## src/sv/rht_pkg.sv

```systemverilog
// Shared types and constants for the reference-counted handle table.
// Used by rht_ctrl, rht_dp and refcounted_handle_table_top.
package rht_pkg;

    localparam int ENTRIES = 256;
    localparam int IDX_W   = $clog2(ENTRIES);
    localparam int CNT_W   = IDX_W + 1;
    localparam logic [31:0] MAX_VAL = 32'hFFFF_FFFF;

    typedef enum logic [1:0] {
        OP_NEW    = 2'd0,
        OP_REF    = 2'd1,
        OP_UNREF  = 2'd2,
        OP_LOOKUP = 2'd3
    } op_t;

    typedef enum logic [2:0] {
        ST_OK        = 3'd0,
        ST_FULL      = 3'd1,
        ST_INVALID   = 3'd2,
        ST_EXHAUSTED = 3'd3,
        ST_OVERFLOW  = 3'd4
    } status_t;

    typedef enum logic [1:0] {
        S_IDLE,
        S_SCAN,
        S_EXEC,
        S_OUT
    } state_t;

    typedef struct packed {
        logic [31:0] context_tok;
        logic        notify;
        logic [31:0] count;
        logic [31:0] data;
        logic [31:0] handle;
    } entry_t;

    localparam int ENT_W = $bits(entry_t);

    typedef struct packed {
        logic load;
        logic scan;
        logic exec;
    } ctrl_cmd_t;

    typedef struct packed {
        logic hit;
        logic scan_done;
    } ctrl_sts_t;

endpackage

```

## src/sv/rht_ctrl.sv

```systemverilog
// Controller state machine for the handle table: accept, scan, execute, deliver.
// Depends on rht_pkg.
module rht_ctrl (
    input  logic               aclk,
    input  logic               aresetn,
    input  logic               s_tvalid,
    output logic               s_tready,
    output logic               m_tvalid,
    input  logic               m_tready,
    output rht_pkg::ctrl_cmd_t cmd,
    input  rht_pkg::ctrl_sts_t sts
);

    rht_pkg::state_t state_reg, state_next;

    always_ff @(posedge aclk) begin
        if (!aresetn) begin
            state_reg <= rht_pkg::S_IDLE;
        end else begin
            state_reg <= state_next;
        end
    end

    always_comb begin
        state_next = state_reg;
        cmd        = '0;
        s_tready   = 1'b0;
        m_tvalid   = 1'b0;
        case (state_reg)
            rht_pkg::S_IDLE: begin
                s_tready = 1'b1;
                if (s_tvalid) begin
                    cmd.load   = 1'b1;
                    state_next = rht_pkg::S_SCAN;
                end
            end
            rht_pkg::S_SCAN: begin
                cmd.scan = 1'b1;
                if (sts.hit || sts.scan_done) begin
                    state_next = rht_pkg::S_EXEC;
                end
            end
            rht_pkg::S_EXEC: begin
                cmd.exec   = 1'b1;
                state_next = rht_pkg::S_OUT;
            end
            rht_pkg::S_OUT: begin
                m_tvalid = 1'b1;
                if (m_tready) begin
                    state_next = rht_pkg::S_IDLE;
                end
            end
            default: begin
                state_next = rht_pkg::S_IDLE;
            end
        endcase
    end

endmodule

```

## config.mk

```make
export PLATFORM = sky130hd
export DESIGN_NAME = rht_ctrl
export DESIGN_NICKNAME = d
export VERILOG_FILES = /design/src/sv/rht_pkg.sv /design/src/sv/rht_ctrl.sv
export SDC_FILE = /design/constraint.sdc
export NUM_CORES = 1
export LEC_CHECK = 0
export ABC_AREA = 1
export BUFFER_PORTS_ARGS = -buffer_cell sky130_fd_sc_hd__buf_2
export CAP_MARGIN = 40
export CORE_AREA = 10 10 47 49
export DETAILED_ROUTE_END_ITERATION = 10
export DIE_AREA = 0 0 57 59
export HOLD_SLACK_MARGIN = 0.02
export SKIP_LAST_GASP = 1
export SYNTH_ARGS = -nofsm -noshare
export SYNTH_HDL_FRONTEND = slang
export SYNTH_SLANG_ARGS = --single-unit
```

## constraint.sdc

```tcl
create_clock -name aclk -period 1.5 [get_ports aclk]
set_input_delay 0.225 -clock aclk [delete_from_list [all_inputs] [get_ports aclk]]
set_output_delay 0.225 -clock aclk [all_outputs]
set_load 0.005 [all_outputs]
```

==> results of run 1 <==
-- routing by layer --
layer / GRT usage / wire length, um / vias to the layer above
met5: 0 / 0 / -
met4: 0.03020 / 16 / 0
met3: 0.04077 / 98 / 2
met2: 0.05426 / 192 / 10
met1: 0.02847 / 191 / 78
li1: - / - / 111
-- where the power goes --
group	switching, mW	leakage (nW)	internal, mW
Combinational	0.136	0.150	0.115
Clock	0.0337	0.0138	0.0885
Sequential	0.0221	0.0167	0.0759
-- final timing paths --
check / start / to / slack [ps] / cells past startpoint
worst max-delay path: state_reg[0] / cmd[2] / 130 / 5
worst min-delay path: aresetn / state_reg[1] / 240 / 3
worst max register to register: state_reg[0] / state_reg[1] / 320 / 7
worst min register to register: state_reg[0] / state_reg[0] / 530 / 2
-- cell usage in the layout, fill, tap and decap left out --
cell type	count
nand2_2	3
nor2_2	1
clkbuf_4	3
inv_1	7
dfxtp_1	2
nor2_1	6
ha_1	4
buf_2	10
nand2_1	4
nand4_1	2
-- kinds of logic after synthesis --
logic type | after synthesis | share of synthesized area
flip-flops | 2 | 0.2092
adder cells (fa/ha/maj) | 4 | 0.2614
AND/OR/NAND/NOR | 16 | 0.3921
buffers and inverters | 7 | 0.1373
-- area by class of cell --
| cell class | count | share of cell area |
|---|---|---|
| clock buffer | 3 | 0.07930 |
| inverter | 7 | 0.09251 |
| multi-input combinational | 20 | 0.4405 |
| sequential | 2 | 0.1410 |
| tap | 16 | 0.07048 |
| timing repair buffer | 10 | 0.1762 |
-- through the flow --
step / total power [mW] / setup slack, ps
global placement: 0.3544 / 342.4
finish: 0.4717 / 131.3
CTS: 0.4937 / 108.6
floorplan: 0.2724 / 412.2
global route: 0.5415 / 5.652
detailed placement: 0.3617 / 302.1
-- worst max-delay path: cells and delay by family, from the launching register on --
kind | cells | cell delay, ps
buf+inv | 3 | 230
flops | 1 | 370
fa+ha+maj | 1 | 250
simple gates | 1 | 70
==> metrics.md, run 1 <==
| Metric | Value |
|---|---|
| Run status | `complete, no violations` |
| Vias per cell | `3.466` |
| Mapped Nets | `39` |
| Placed standard-cell area | `261.5 um^2` |
| CP peak stage delay | `370 ps` |
| Mapped Avg Cell Area | `6.601 um^2` |
| Number of fill cells | `176` |
| Cell Area, Synth | `191.4 um^2` |
| Gate Count Post-Synth | `29` |
| RSZ-0062 raised after global routing | `no` |
| Critical Path RT | `1270 ps` |
| Iteration-0 DRC Markers | `3` |
| Largest register FFs | `2` |
| # hold bufs at CTS | `0` |
| CTS H-tree depth | `1` |
| Ys async rst share | `0` |
| Sequential element share of the synthesized area | `0.2092` |
| Seq cells post-synth | `2` |
| Total vias in the final route | `201` |
| Leakage | `0.1809 nW` |
| Yosys warnings | `0` |
| Top cell type by total area after synthesis | `ha_1` |
| Setup crit end kind | `primary output` |
| Largest net degree at the start of global routing | `5` |
| Critical path class | `reg -> out` |
| WL/cell | `8.603 um` |
| Final ANT Viol Nets | `0` |
| Starting Density | `0.1366` |
| Vias in the first global route | `223` |
| MaxCap Viol Count | `0` |
| DIE AREA | `3363 um^2` |
| Slew @ Worst Pin | `150.8 ps` |
| # clock sinks | `2` |
| Nets | `54` |
| Register area | `40.04 um^2` |
| Antenna violations before repair | `0` |
| Final Hold Fails | `0` |
| Max Fclk | `730.6 MHz` |
| Total wire length | `499 um` |
| Setup Total Neg Slack | `0 ps` |
| Final worst path period share | `0.9125` |
| Netlist cell types | `8` |
| Port bufs | `10` |
| Peak supply drop | `0.4313 mV` |
| Die height | `59 um` |
| Cts repair resizes | `0` |
| Sequence of cells on the critical path | `inv_1 -> ha_1 -> nand2_1 -> inv_1 -> buf_2` |
| Layout Skew | `4.447 ps` |
| Core area | `1401 um^2` |
| Rel. slew slack | `0.8994` |
| Layout cells sized above 1 | `0.4048` |
| WHS | `241.7 ps` |
| Worst-path clk slew | `30 ps` |
| Post-CTS Setup Inserts | `0` |
| Row count | `14` |
| Number of enable flip-flop cells after synthesis | `0` |
| Startpoint Class | `flip-flop` |
| Die width | `57 um` |
| Most used cell, CP | `inv_1` |
| Deepest clock path buffer count | `2` |
| Top cell type's share of synthesized area | `0.2614` |
| Worst path arrival time | `1140 ps` |
| Gr ovfl total | `0` |
| CTS tree | `yes` |
| HP Class | `in -> reg` |
| Root buf cell | `clkbuf_4` |
| Placed Cells | `55` |
| TritonCTS buffer count | `3` |
| First-pass GRT wire length | `931 um` |
| Final Setup Violations | `0` |
| Area Growth Syn to Fin | `48.37%` |
| Crit-path max FO | `4` |
| Multi-input gate area | `125.1 um^2` |
| Final Util | `0.2027` |
| Post-synth top cells | `inv_1, nor2_1, ha_1, nand2_1, nand2_2` |
| Clk_lat worst skew | `230 ps` |
| Top-count cell post-synth | `inv_1` |
| Non-Filler Instances | `58` |
| Finished Cell Area | `284.0 um^2` |
| # DRC | `0` |
| Hpwl dp | `431.2 um` |
| Power Density | `1661 nW/um^2` |
| Synth Flop Type | `dfxtp_1` |
| Ports | `11` |
| Gr usage total | `0.03758` |
| Minimum clock period | `1369 ps` |
| N_diodes | `0` |
| Placer congestion estimate | `0.6203` |
| Drt first pass iters | `2` |
| Crit-path slowest cell | `dfxtp_1` |
| Ranking of synthesized cells by area | `ha_1, dfxtp_1, inv_1, nor2_1, nand2_2` |
| Fin. max-slew vios | `0` |
(Power assumes the default switching activity.)
==> run 2: changes to the inputs <==
- ABC_AREA: 1 -> not set
- CTS_CLUSTER_SIZE: not set -> 40
- GPL_TIMING_DRIVEN: not set -> 0
==> metrics.md, run 2 <==
| Metric | Value |
|---|---|
| Run status | `complete, no violations` |
| Placer congestion estimate | `0.6407` |
| Final worst path period share | `0.9296` |
| Hpwl dp | `400.5 um` |
| Netlist cell types | `10` |
| RSZ-0062 raised after global routing | `no` |
| Critical Path RT | `1270 ps` |
| Overall Power | `0.5145 mW` |
| Top cell type by total area after synthesis | `ha_1` |
| Worst R2R Path Depth | `5` |
| Total vias in the final route | `160` |
| # clock sinks | `2` |
| Worst hold start | `aresetn` |
| Number of fill cells | `165` |
| Vias in the first global route | `184` |
| MaxCap Viol Count | `0` |
| Ys async rst share | `0` |
| # DRC | `0` |
| Ports | `11` |
| Mapped Avg Cell Area | `9.878 um^2` |
| Rel. slew slack | `0.8360` |
| Peak supply drop | `0.2136 mV` |
| Critical path class | `reg -> out` |
| Gr ovfl total | `0` |
| Final Setup Violations | `0` |
| Cells on Worst Hold Path | `3` |
| Yosys warnings | `0` |
| Gate power share | `0.554` |
| Worst path arrival time | `1170 ps` |
| Setup crit end kind | `primary output` |
| Internal power | `0.3215 mW` |
| Switching pwr | `0.1930 mW` |
| FF-to-FF End | `state_reg[1]` |
| Commonest non-fill, non-tap cell in the layout | `buf_2` |
| Die height | `59 um` |
| Core area | `1401 um^2` |
| Max Fclk | `717.1 MHz` |
| Multi-input gate area | `136.4 um^2` |
| Cell Area, Synth | `187.7 um^2` |
| Finished Cell Area | `281.5 um^2` |
| Final Hold Fails | `0` |
| Layout Skew | `0.6394 ps` |
| Worst flop-to-flop path startpoint | `state_reg[1]` |
| Power Density | `1828 nW/um^2` |
| Placed standard-cell area | `257.7 um^2` |
| Total wire length | `463 um` |
| Sequential share of power | `0.218` |
| Clk pwr share | `0.228` |
| Post-CTS Setup Inserts | `0` |
| Slew @ Worst Pin | `246.1 ps` |
| Number of enable flip-flop cells after synthesis | `0` |
| Minimum clock period | `1394 ps` |
| Iteration-0 DRC Markers | `3` |
| Layout cells sized above 1 | `0.5000` |
| Port bufs | `10` |
| Largest register FFs | `2` |
| Mapped Nets | `29` |
| GR peak layer | `met2` |
| Drt first pass iters | `2` |
| Area Growth Syn to Fin | `50.00%` |
| Die width | `57 um` |
| Gate Count Post-Synth | `19` |
| Synth Flop Type | `dfxtp_1` |
| Row count | `14` |
| Deepest clock path buffer count | `2` |
| Ranking of synthesized cells by area | `ha_1, dfxtp_1, a221oi_4, mux2i_1, nor2b_4` |
| Worst-case hold path end point | `state_reg[0]` |
| Nets | `44` |
| Leakage | `0.1519 nW` |
| Met2 Usage GRT | `0.05116` |
| Non-Filler Instances | `48` |
| Commonest non-fill, non-tap cells in the layout | `buf_2, ha_1, inv_1, nand2_1, clkbuf_4` |
| Met1 usage | `0.02494` |
| Crit-path max FO | `4` |
| N_diodes | `0` |
| Starting Density | `0.1339` |
| Placement-stage worst setup slack | `117.7 ps` |
| WL/cell | `9.646 um` |
| Sequential element share of the synthesized area | `0.2133` |
| Post-synth top cells | `ha_1, inv_1, nand2_1, dfxtp_1, mux2i_1` |
| Antenna violations before repair | `0` |
| First-pass GRT wire length | `807 um` |
| Worst-path clk slew | `30 ps` |
| DIE AREA | `3363 um^2` |
| Vias per cell | `3.333` |
| TritonCTS buffer count | `3` |
| Met3 Use GR | `0.01931` |
| Setup Total Neg Slack | `0 ps` |
| Clk_lat worst skew | `220 ps` |
| Final worst setup slack | `105.6 ps` |
| Register-to-register setup slack | `160 ps` |
| Final ANT Viol Nets | `0` |
| Top-count cell post-synth | `ha_1` |
| Seq cells post-synth | `2` |
| Fin. max-slew vios | `0` |
| Register area | `41.29 um^2` |
| Largest net degree at the start of global routing | `5` |
| HP Class | `in -> reg` |
| Placed Cells | `45` |
| Switching Share | `0.3751` |
| Root buf cell | `clkbuf_4` |
| Top cell type's share of synthesized area | `0.2667` |
| Gr usage total | `0.03111` |
| CTS H-tree depth | `1` |
| CTS tree | `yes` |
| Startpoint Class | `flip-flop` |
==> run 2: power by group through the flow <==
stage,clock network (mW),registers [mW],logic (mW)
6_report,0.117,0.112,0.285
2_1_floorplan,0,0.0999,0.198
5_1_grt,0.135,0.117,0.320
3_3_place_gp,0,0.109,0.288
4_1_cts,0.127,0.111,0.294
3_5_place_dp,0,0.112,0.293
==> run 2: stage by stage <==
step	utilization	hold WS (ps)
floorplan	-	371.3
global placement	0.1839	500.9
detailed placement	0.1839	515.4
CTS	0.2000	276.6
global route	0.2009	274.2
finish	0.2009	281.1
==> run 2: timing repair <==
action	CTS	global route
hold buffers	0	0
resized for setup	0	1
endpoints found under the setup margin	0	1
==> run 2: area by class of cell <==
class,instances,area share
clock buffers,3,0.08000
well taps,16,0.07111
multi-input cells,14,0.4844
repair buffers,10,0.1778
flip-flops and latches,2,0.1467
inverters,3,0.04000
==> run 2: critical path, cell delays in order (launching register included) <==
cell and delay [ps]:
dfxtp_1 380, inv_1 80, ha_1 220, and2_1 140, buf_2 120
==> run 2: cell families (layout without fill, tap and decap cells) <==
group,Yosys count,in the layout,synth area share
AOI/OAI and AO/OA,2,2,0.1667
adders and majority gates,4,4,0.2667
buffers and inverters,3,16,0.06000
DFF,2,2,0.2133
muxes,2,2,0.1067
and+or+nand+nor,6,6,0.1866
==> run 2: worst max path at each step <==
stage | slack, ps | endpoint | cells past startpoint | start
final | 110 | cmd[2] | 4 | state_reg[1]
after global routing | 30 | cmd[2] | 4 | state_reg[1]
after CTS | 50 | cmd[2] | 4 | state_reg[0]
after detailed placement | 120 | state_reg[1] | 5 | state_reg[0]
after global placement | 160 | state_reg[1] | 5 | state_reg[0]
after floorplan | 250 | state_reg[0] | 5 | state_reg[0]
==> run 2: per-layer routing <==
metal / share of wire / wire [um]
met2: 0.55 / 254
met3: 0.080 / 37
met1: 0.37 / 171
met4: 0 / 0
met5: 0 / 0
